===== src/rtl/core/upbi_div.sv =====
module upbi_div #(
  parameter int DW = 36,
  parameter int VW = 11
) (
  input  logic          clk_i,
  input  logic          rst_ni,
  input  logic          start_i,
  input  logic [DW-1:0] dividend_i,
  input  logic [VW-1:0] divisor_i,
  output logic          done_o,
  output logic [DW-1:0] quot_o
);

  localparam int KW = $clog2(DW + 1);

  logic [DW-1:0] acc_q;
  logic [VW-1:0] rem_q;
  logic [VW-1:0] div_q;
  logic [KW-1:0] cnt_q;
  logic          done_q;
  logic [VW:0]   trial;
  logic          ge;

  assign trial = {rem_q, acc_q[DW-1]};
  assign ge    = trial >= {1'b0, div_q};

  always_ff @(posedge clk_i or negedge rst_ni) begin
    if (!rst_ni) begin
      cnt_q  <= '0;
      done_q <= 1'b0;
    end else begin
      done_q <= (cnt_q == KW'(1));
      if (start_i) begin
        cnt_q <= KW'(DW);
      end else if (cnt_q != '0) begin
        cnt_q <= cnt_q - KW'(1);
      end
    end
  end

  // one quotient bit per cycle, restoring
  always_ff @(posedge clk_i) begin
    if (start_i) begin
      acc_q <= dividend_i;
      rem_q <= '0;
      div_q <= divisor_i;
    end else if (cnt_q != '0) begin
      rem_q <= ge ? VW'(trial - {1'b0, div_q}) : VW'(trial);
      acc_q <= {acc_q[DW-2:0], ge};
    end
  end

  assign done_o = done_q;
  assign quot_o = acc_q;

  assert property (@(posedge clk_i) disable iff (!rst_ni) done_q |-> cnt_q == '0)
    else $error("divider done while still iterating");

endmodule


===== config.mk =====
export PLATFORM = sky130hd
export DESIGN_NAME = upbi_div
export DESIGN_NICKNAME = d
export VERILOG_FILES = /design/src/rtl/core/upbi_div.sv
export SDC_FILE = /design/constraint.sdc
export NUM_CORES = 1
export LEC_CHECK = 0
export BUFFER_PORTS_ARGS = -buffer_cell sky130_fd_sc_hd__buf_2
export CAP_MARGIN = 20
export CORE_MARGIN = 10
export CORE_UTILIZATION = 45
export CTS_CLUSTER_SIZE = 16
export DETAILED_ROUTE_END_ITERATION = 8
export GPL_TIMING_DRIVEN = 0
export PLACE_DENSITY = 0.69
export SLEW_MARGIN = 20
export SYNTH_ARGS = -nofsm -noshare
export SYNTH_HDL_FRONTEND = slang
export SYNTH_SLANG_ARGS = --single-unit
export TNS_END_PERCENT = 20

===== constraint.sdc =====
create_clock -name clk_i -period 4.5 [get_ports clk_i]
set_clock_uncertainty 0.1 [all_clocks]
set_input_delay 0.225 -clock clk_i [delete_from_list [all_inputs] [get_ports clk_i]]
set_output_delay 0.225 -clock clk_i [all_outputs]
set_load 0.02 [all_outputs]

==> Word-level counts from Yosys, hierarchy flattened <==
Index checks and enable logic that the tools add are counted.
{ "totals": {"reg_bits": 65, "input_bits": 50, "output_inout_bits": 37} }
{ "classes": {"add_sub_neg": 2, "n_lt_le_gt_ge": 1, "eq_ne": 1, "mux": 5, "reduce_logical": 2} }
{ "ops": {"columns": ["cell", "count"], "rows": [
  ["two-way mux 36 bit", 2],
  ["greater-or-equal comparator 12 x 11 -> 1 bit", 1],
  ["two-way mux 6 bit", 2],
  ["two-way mux 11 bit", 1],
  ["subtractor 11 bit", 1],
  ["== test 6 x 1 -> 1 bit, second input constant", 1],
  ["nonzero test 6 bit", 1],
  ["subtractor 6 x 1 -> 6 bit, second input constant", 1],
  ["nonzero test 2 bit", 1]
]} }

==> Depth between registers and ports, before layout <==
Gate-level depths: netlist (run 1).
{ "logic_depth": {"ltp_word": 3, "mapped_depth": 10, "depth_no_buf": 9} }

==> Least setup slack after synthesis (run 1) <==
Ideal clock, no wire load.
{ "synth_path": {"path_type": "reg2reg", "startpoint": "register cnt_q[0]", "endpoint": "register acc_q[0], in the netlist quot_o[0], enable pin", "setup_time_ns": 0.504, "arrival_ns": 2.026, "required_ns": 3.896, "slack_ns": 1.870, "path_stages_with_launch": 7, "path_buffers": 1, "period_less_slack_ns": 2.630, "cell_sequence": "dfrtp_1 -> inv_1 -> ha_1 -> nand2_1 -> nor3_1 -> clkbuf_1 -> nand2_1"} }
{ "synth_via": {"elab_chain_cells": 2} }
{ "synth_rtl": {"columns": ["item", "line", "rtl"], "rows": [
  ["from (decl)", "19", "logic [KW-1:0] cnt_q;"],
  ["from (signal assigned)", "34", "cnt_q <= KW'(DW);"],
  ["from (signal assigned)", "36", "cnt_q <= cnt_q - KW'(1);"],
  ["nonzero test 6 bit", "47", "end else if (cnt_q != '0) begin"],
  ["nonzero test 2 bit (no line)", null, null],
  ["to (signal assigned)", "44", "acc_q <= dividend_i;"],
  ["to (signal assigned)", "49", "acc_q <= {acc_q[DW-2:0], ge};"],
  ["to (decl)", "16", "logic [DW-1:0] acc_q;"]
]} }
Every way passes these cells.
A chain may end at the register's enable or synchronous reset.

==> Worst setup path after layout (run 1) <==
{ "layout_path": {"startpoint": "register cnt_q[0]", "endpoint": "register acc_q[25], in the netlist quot_o[25], enable pin"} }
Same word-level chain as after synthesis.

==> impl_metrics.env, run 1 <==
export IMPL_antenna_left=0
export IMPL_regToRegStartpoint="cnt_q[0]$_DFFE_PN0P_"
export IMPL_drt_wl_total_um=7900
export IMPL_vias=2486
export IMPL_drive_gt1_share_pct=37.8
export IMPL_wl_per_cell_um=16.3
export IMPL_crit_start="cnt_q[0]$_DFFE_PN0P_"
export IMPL_antennaDiodeCount=0
export IMPL_syn_nets=335
export IMPL_synthesis_area_sq_mm=0.00328
export IMPL_critPathLaunchType="register"
export IMPL_final_max_slew_viol_count=0
export IMPL_core_area_sq_mm=0.00718
export IMPL_period_share_pct=62.9
export IMPL_synth_top_area_share_pct=43.0
export IMPL_drt_iter0_markers=202
export IMPL_p_leak_nw=1.82
export IMPL_worst_pin_slew_ns=0.794
export IMPL_endpoint_kind="register"
export IMPL_hold_viol=0
export IMPL_finalSetupViolations=0
export IMPL_remaining_drc_errors=0
export IMPL_synth_top_area_cell="edfxtp_1"
export IMPL_cts_setup_buffers=0
export IMPL_cts_tree="done"
export IMPL_crit_fanout=22
export IMPL_clock_latency_ns=0.34
export IMPL_peakVddDrop_uv=272
export IMPL_crit_type="register to register"
export IMPL_status="finished, final reports clean"
export IMPL_grt_pass1_wl_um=13000
export IMPL_synth_commonest_cells="47 x edfxtp_1, 37 x mux2_2, 21 x inv_1, 21 x nor2_1, 20 x nand2_1"
export IMPL_fin_nets=445
export IMPL_clock_sinks=65
export IMPL_via_per_inst=5.13
export IMPL_cp_arrival_ns=2.83
export IMPL_die_h_um=105
export IMPL_hpwl_um=5920
export IMPL_die_w_um=105
export IMPL_min_period_ns=2.83
export IMPL_synthCells=271
export IMPL_antenna_found_initial=0
export IMPL_maxSlewHeadroom_pct=46.4
export IMPL_synth_ff_type="edfxtp_1"
export IMPL_synth_cell_types=47
export IMPL_crit_required_ns=4.50
export IMPL_grtUsageTotal_pct=14.4
export IMPL_synth_top_cells_by_area="edfxtp_1 43%, mux2_2 13%, dfxtp_1 6.7%"
export IMPL_min_delay_start="dividend_i[3]"
export IMPL_area_growth_synth_to_final_pct=28.1
export IMPL_fin_hold_ws_ns=0.0827
export IMPL_p_per_area_mw_per_mm2=485
export IMPL_async_flop_share_pct=10.8
export IMPL_htreeDepth=3
export IMPL_io_buffers=86
export IMPL_cts_buffers=9
export IMPL_r2r_slack_ns=1.67
export IMPL_dieArea_sq_mm=0.0111
export IMPL_setup_tns_ns=0
export IMPL_drt_pass1_iterations=4
export IMPL_synth_area_per_cell_sq_um=12.1
export IMPL_grt_max_degree=23
export IMPL_synth_edff_count=47
export IMPL_ys_warn_count=0
export IMPL_row_count=31
export IMPL_initial_utilization_pct=45.8
export IMPL_cts_buffer_depth=2
export IMPL_clkTransAtPathRegs_ns=0.08
export IMPL_top_level_ports=87
export IMPL_ys_ff_latch=65
export IMPL_yosysSeqAreaShare_pct=55.0
export IMPL_grt_pass1_vias=2670
export IMPL_clock_tree_root_cell="clkbuf_8"
export IMPL_synth_most_common_cell="edfxtp_1"
export IMPL_overflow=0
export IMPL_rsz0062_at_grt="false"
export IMPL_max_freq_ghz=0.353
export IMPL_max_cap_violations=0
export IMPL_min_path_type="input pin to register"
export IMPL_place_gp_congestion=0.844
layout by cell type, fill, tap and decap left out, drive strengths merged, types with 2 or more instances in the layout:
cell type	Yosys	routed
mux2i	3	3
o31a	2	2
a31oi	3	3
dfxtp	11	11
a211oi	4	4
mux2	37	37
o31ai	2	2
xnor2	6	6
or4	2	2
a311o	2	2
dlygate4sd3	0	12
a21oi	9	9
o21ai	9	9
o21a	3	3
a311oi	5	5
clkinv	0	5
nand3	4	4
and3	2	2
buf	7	94
inv	21	21
clkbuf	4	13
nor4b	2	2
bufinv	0	2
nor3	4	4
ha	13	13
o311ai	2	2
edfxtp	47	47
dfrtp	7	7
nor4	5	5
nor2	21	21
nand2	20	20
power breakdown:
group / internal, W / total [W] / switching [W]
combinational: 0.000296 / 0.000670 / 0.000375
sequential: 0.000751 / 0.000824 / 0.0000728
clock: 0.000312 / 0.000547 / 0.000235
final timing paths:
kind / to / cells after the start
max in group asynchronous: cnt_q[4]$_DFFE_PN0P_ / 2
min reg2reg: rem_q[4]$_SDFFE_PP0P_ / 2
max: quot_o[25]$_DFFE_PP_ / 7
max reg2reg: quot_o[25]$_DFFE_PP_ / 7
min in group asynchronous: cnt_q[0]$_DFFE_PN0P_ / 2
min: quot_o[3]$_DFFE_PP_ / 2
cell families after synthesis:
group | after synthesis | share of synthesized area [%]
multiplexers | 40 | 13.6
XOR/XNOR | 6 | 1.60
flip-flops | 65 | 55.0
AND/OR/NAND/NOR | 68 | 10.4
adder cells (fa/ha/maj) | 14 | 5.56
buffers and inverters | 32 | 3.96
AO/OA/AOI/OAI | 46 | 9.90
metal layers:
layer	up-vias	wire (um)	track usage (%)	share of wire (%)
met1	1178	3260	16.2	41
li1	1232	-	-	-
met5	-	0	0	0
met3	18	336	3.53	4.3
met2	58	4080	24.8	52
met4	0	212	7.25	2.7
per-stage QoR:
stage / setup slack (ns) / instance area, sq um / utilization [%] / std cells / total power [W]
floorplan: 1.87 / 3280 / - / 271 / 0.00131
global placement: 1.09 / 3840 / 53.5 / 456 / 0.00147
detailed placement: 1.69 / 3870 / 53.9 / 457 / 0.00149
CTS: 1.66 / 4210 / 58.6 / 485 / 0.00205
global route: 1.41 / 4210 / 58.6 / 485 / 0.00217
finish: 1.67 / 4210 / 58.6 / 485 / 0.00204
layout make-up:
class                      instances  area [sq um]
buffer                            11          51.3
clock buffer                       9           124
clock inverter                     7          95.1
fill                             622          2970
inverter                          21          78.8
multi-input combinational        174          1350
sequential                        65          1810
tap                               99           124
timing repair buffer              99           578
registers in the layout, summed over array words and instances, names as in the netlist:
name / cells
rem_q: 11
done_o: 1
div_q: 11
quot_o: 36
cnt_q: 6
worst max-delay path: stages (launching register included):
cell      delay [ns]
dfrtp_1         0.43
inv_1           0.08
ha_1            0.24
nand2_1         0.09
nor3_1          0.52
clkbuf_1        0.47
nand2_2         0.36
buf_16          0.28
repair_timing:
item                                   CTS  global route
endpoints found under the hold margin   18             0
gates resized for setup                  0             0
hold buffers                            12             0
Note: power is estimated with default switching activity, not from simulation.
==> inputs of run 2 (changes only) <==
clock period = 2.7 ns   (was 4.5 ns; I/O delays follow)
==> impl_metrics.env, run 2 (synthesized netlist as in run 1, its figures left out) <==
export IMPL_vias=2661
export IMPL_drt_pass1_iterations=4
export IMPL_overflow=0
export IMPL_grt_use_met1_pct=17.4
export IMPL_hold_viol=0
export IMPL_maxSlewHeadroom_pct=62.6
export IMPL_endpoint_kind="register"
export IMPL_antenna_found_initial=0
export IMPL_p_int_w=0.00231
export IMPL_grt_max_degree=23
export IMPL_cts_tree="done"
export IMPL_mostFrequentLayoutCell="buf_2"
export IMPL_rsz0062_at_grt="true"
export IMPL_fin_hold_ws_ns=0.0453
export IMPL_p_sw_share_pct=33.8
export IMPL_min_period_ns=2.68
export IMPL_place_gp_congestion=0.844
export IMPL_switchingPower_w=0.00118
export IMPL_crit_type="register to register"
export IMPL_htreeDepth=3
export IMPL_crit_fanout=9
export IMPL_pwr_share_seq_pct=39.4
export IMPL_r2r_slack_ns=0.02
export IMPL_grt_pass1_vias=2838
export IMPL_clockPowerShare_pct=26.3
export IMPL_max_freq_ghz=0.373
export IMPL_grtUsageTotal_pct=15.8
export IMPL_antenna_left=0
export IMPL_period_share_pct=99.4
export IMPL_cts_buffers=9
export IMPL_cp_arrival_ns=2.68
export IMPL_final_cell_mix="87 x buf_2, 48 x dlygate4sd3_1, 47 x edfxtp_1"
export IMPL_final_max_slew_viol_count=0
export IMPL_fin_nets=481
export IMPL_initial_utilization_pct=45.8
export IMPL_crit_required_ns=2.70
export IMPL_area_growth_synth_to_final_pct=40.3
export IMPL_min_path_type="input pin to async pin"
export IMPL_p_leak_nw=1.99
export IMPL_status="finished, final reports clean"
export IMPL_drive_gt1_share_pct=36.0
export IMPL_antennaDiodeCount=0
export IMPL_clock_tree_root_cell="clkbuf_8"
export IMPL_io_buffers=86
export IMPL_grt_busiest_layer="met2"
export IMPL_clock_latency_ns=0.35
export IMPL_final_fill_count=569
export IMPL_max_cap_violations=0
export IMPL_dieArea_sq_mm=0.0111
export IMPL_hpwl_um=5920
export IMPL_fin_area_sq_mm=0.00461
export IMPL_drt_iter0_markers=216
export IMPL_cts_buffer_depth=2
export IMPL_dpl_cell_area_sq_mm=0.00387
export IMPL_top_level_ports=87
export IMPL_remaining_drc_errors=0
export IMPL_finish_utilization_pct=64.2
export IMPL_setup_tns_ns=0
export IMPL_clkTransAtPathRegs_ns=0.08
export IMPL_drt_wl_total_um=8740
export IMPL_die_w_um=105
export IMPL_grt_pass1_wl_um=14200
export IMPL_wl_per_cell_um=16.8
export IMPL_via_per_inst=5.11
export IMPL_p_per_area_mw_per_mm2=759
export IMPL_core_area_sq_mm=0.00718
export IMPL_row_count=31
export IMPL_clock_sinks=65
export IMPL_die_h_um=105
export IMPL_peakVddDrop_uv=389
export IMPL_critPathLaunchType="register"
export IMPL_combPwrFrac_pct=34.3
export IMPL_worst_pin_slew_ns=0.560
export IMPL_finalSetupViolations=0
export IMPL_largest_register_ffs=36
export IMPL_met3_usage_pct=4.81
export IMPL_use_met2_pct=27.4
run 2: critical path, cell delays in order, from the launching register on:
cell,delay (ns)
edfxtp_1,0.39
inv_1,0.09
ha_1,0.20
fa_2,0.24
a31oi_1,0.10
o31a_1,0.34
or4_1,0.48
buf_2,0.22
mux2_2,0.28
run 2: repair_timing:
action,4_1_cts,5_1_grt
resized for setup,3,7
buffers inserted,0,0
pin swaps,0,0
hold buffers,46,2
endpoints found under the setup margin,26,47
endpoints found under the hold margin,52,2
run 2: routing by layer:
| metal | vias up | share of wire [%] | wire [um] |
|---|---|---|---|
| met2 | 74 | 54 | 4720 |
| met4 | 0 | 2.4 | 210 |
| li1 | 1302 | - | - |
| met1 | 1266 | 39 | 3450 |
| met3 | 19 | 4.1 | 361 |
| met5 | - | 0 | 0 |
run 2: layout make-up:
type                       count  area, sq um  share of cell area (%)
sequential                    65         1810                    39.2
multi-input combinational    174         1390                    30.1
timing repair buffer         135          938                    20.4
clock buffer                   9          124                    2.69
tap                           99          124                    2.69
clock inverter                 7         95.1                    2.06
inverter                      21         78.8                    1.71
buffer                        11         55.1                    1.20
run 2: path summary, 6_finish.rpt:
path | from | endpoint | cells past startpoint
worst max register to register | quot_o[35]$_DFFE_PP_ | quot_o[0]$_DFFE_PP_ | 8
worst max-delay path | quot_o[35]$_DFFE_PP_ | quot_o[0]$_DFFE_PP_ | 8
worst min register to register | rem_q[9]$_SDFFE_PP0P_ | rem_q[10]$_SDFFE_PP0P_ | 2
min in group clk_i | start_i | div_q[3]$_DFFE_PP_ | 1
max in group asynchronous | rst_ni | cnt_q[2]$_DFFE_PN0P_ | 2
worst min-delay path | rst_ni | cnt_q[0]$_DFFE_PN0P_ | 2
run 2: metrics by stage:
stage	worst slack, ns	power, W	instances
finish	0.0157	0.00349	521
global route	-0.113	0.00370	521
CTS	0.0171	0.00347	519
detailed placement	-0.114	0.00249	457
global placement	-0.710	0.00245	456
floorplan	0.0698	0.00218	271
run 2: power groups by stage:
stage	logic, W	registers, W	clock network, W
floorplan	0.000725	0.00145	0
global placement	0.00106	0.00139	0
detailed placement	0.00110	0.00139	0
CTS	0.00117	0.00137	0.000933
global route	0.00132	0.00140	0.000985
finish	0.00120	0.00138	0.000919
==> inputs of run 3 (changes only) <==
clock period = 3.2 ns   (was 2.7 ns; I/O delays follow)
==> impl_metrics.env, run 3 (synthesized netlist as in run 1, its figures left out) <==
export IMPL_status="finished, final reports clean"
export IMPL_remaining_drc_errors=0
export IMPL_cp_arrival_ns=2.86
export IMPL_cts_buffer_depth=2
export IMPL_cp_buffers_inverters=3
export IMPL_die_h_um=105
export IMPL_fin_ws_ns=0.339
export IMPL_grtUsageTotal_pct=14.5
export IMPL_vias=2511
export IMPL_core_area_sq_mm=0.00718
export IMPL_switchingPower_w=0.000958
export IMPL_drt_iter0_markers=214
export IMPL_row_count=31
export IMPL_clock_latency_ns=0.34
export IMPL_rsz0062_at_grt="false"
export IMPL_dpl_cell_area_sq_mm=0.00387
export IMPL_grt_pass1_vias=2688
export IMPL_finalSetupViolations=0
export IMPL_max_cap_violations=0
export IMPL_regToRegStartpoint="cnt_q[0]$_DFFE_PN0P_"
export IMPL_power_w=0.00287
export IMPL_drive_gt1_share_pct=37.5
export IMPL_worstRegToRegCells=7
export IMPL_antennaDiodeCount=0
export IMPL_drt_pass1_iterations=4
export IMPL_min_period_ns=2.86
export IMPL_p_sw_share_pct=33.4
export IMPL_period_share_pct=89.4
export IMPL_antenna_found_initial=0
export IMPL_io_buffers=86
export IMPL_hpwl_um=5920
export IMPL_final_cell_mix="88 x buf_2, 47 x edfxtp_1, 37 x mux2_2"
export IMPL_maxSlewHeadroom_pct=46.7
export IMPL_crit_fanout=22
export IMPL_cts_buffers=9
export IMPL_r2r_end="quot_o[21]$_DFFE_PP_"
export IMPL_crit_required_ns=3.20
export IMPL_cts_tree="done"
export IMPL_overflow=0
export IMPL_die_w_um=105
export IMPL_area_growth_synth_to_final_pct=29.0
export IMPL_grt_max_degree=23
export IMPL_p_leak_nw=1.83
export IMPL_antenna_left=0
export IMPL_place_gp_congestion=0.844
export IMPL_cpLargestDelayFamily="simple AND/OR/NAND/NOR gates"
export IMPL_p_per_area_mw_per_mm2=677
export IMPL_slowest_stage="nor3_1"
export IMPL_min_delay_start="dividend_i[4]"
export IMPL_fin_hold_ws_ns=0.0194
export IMPL_clkTransAtPathRegs_ns=0.08
export IMPL_clock_tree_root_cell="clkbuf_8"
export IMPL_mostFrequentLayoutCell="buf_2"
export IMPL_critPathLaunchType="register"
export IMPL_worst_pin_slew_ns=0.790
export IMPL_initial_utilization_pct=45.8
export IMPL_peakVddDrop_uv=382
export IMPL_p_int_w=0.00191
export IMPL_r2r_slack_ns=0.34
export IMPL_path_cells="inv_1, ha_1, nand2_1, nor3_1, clkbuf_1, nand2_2, buf_16"
export IMPL_clock_sinks=65
export IMPL_fin_nets=448
export IMPL_top_level_ports=87
export IMPL_endpoint_kind="register"
export IMPL_largest_register_ffs=36
export IMPL_drt_wl_total_um=7930
export IMPL_slowest_delay_ns=0.53
export IMPL_whs_endpoint="quot_o[4]$_DFFE_PP_"
export IMPL_dieArea_sq_mm=0.0111
export IMPL_cts_setup_buffers=0
export IMPL_combPwrFrac_pct=32.9
export IMPL_dpl_worst_slack_ns=0.386
export IMPL_via_per_inst=5.15
export IMPL_htreeDepth=3
export IMPL_final_max_slew_viol_count=0
export IMPL_grt_pass1_wl_um=13000
export IMPL_min_path_type="input pin to register"
export IMPL_clockPowerShare_pct=26.7
export IMPL_cts_resized=0
export IMPL_hold_viol=0
export IMPL_wl_per_cell_um=16.2
export IMPL_fin_area_sq_mm=0.00424
export IMPL_hold_depth=2
export IMPL_pwr_share_seq_pct=40.4
export IMPL_max_freq_ghz=0.350
export IMPL_ctsHoldBuffers=15
export IMPL_crit_type="register to register"
==> run 3: how the worst max path moves through the flow <==
stage | startpoint | end | slack (ns) | depth (start not counted)
finish | cnt_q[0]$_DFFE_PN0P_ | quot_o[21]$_DFFE_PP_ | 0.34 | 7
global route | cnt_q[0]$_DFFE_PN0P_ | quot_o[26]$_DFFE_PP_ | 0.11 | 7
CTS | cnt_q[0]$_DFFE_PN0P_ | quot_o[30]$_DFFE_PP_ | 0.36 | 7
detailed placement | cnt_q[0]$_DFFE_PN0P_ | quot_o[26]$_DFFE_PP_ | 0.39 | 7
global placement | cnt_q[0]$_DFFE_PN0P_ | quot_o[22]$_DFFE_PP_ | -0.21 | 6
floorplan | cnt_q[0]$_DFFE_PN0P_ | quot_o[0]$_DFFE_PP_ | 0.57 | 6
==> run 3: power groups by stage <==
stage | Sequential (W) | Combinational (W) | Clock (W)
6_report | 0.00116 | 0.000944 | 0.000767
5_1_grt | 0.00117 | 0.00106 | 0.000825
4_1_cts | 0.00116 | 0.000944 | 0.000787
3_5_place_dp | 0.00117 | 0.000924 | 0
3_3_place_gp | 0.00117 | 0.000897 | 0
2_1_floorplan | 0.00123 | 0.000612 | 0
==> run 3: metrics by stage <==
| stage | util, % | std cells | TNS [ns] |
|---|---|---|---|
| finish | 59.1 | 488 | 0 |
| global route | 59.1 | 488 | 0 |
| detailed placement | 53.9 | 457 | 0 |
| CTS | 59.1 | 488 | 0 |
| global placement | 53.5 | 456 | -7.51 |
| floorplan | - | 271 | 0 |
==> run 3: final cells by class <==
type,count,area (sq um)
Sequential cell,65,1810
Clock buffer,9,124
Buffer,11,51.3
Multi-Input combinational cell,174,1350
Timing Repair Buffer,102,608
Fill cell,620,2940
Tap cell,99,124
Inverter,21,78.8
Clock inverter,7,95.1
==> run 3: worst register-to-register path: stages, from the launching register on <==
cell	delay, ns
dfrtp_1	0.43
inv_1	0.08
ha_1	0.24
nand2_1	0.09
nor3_1	0.53
clkbuf_1	0.49
nand2_2	0.37
buf_16	0.28
==> run 3: layer usage <==
metal | global-route usage (%) | share of wire (%)
met1 | 16.3 | 42
met3 | 3.41 | 3.4
met4 | 7.75 | 3.2
met5 | 0 | 0
met2 | 24.8 | 52
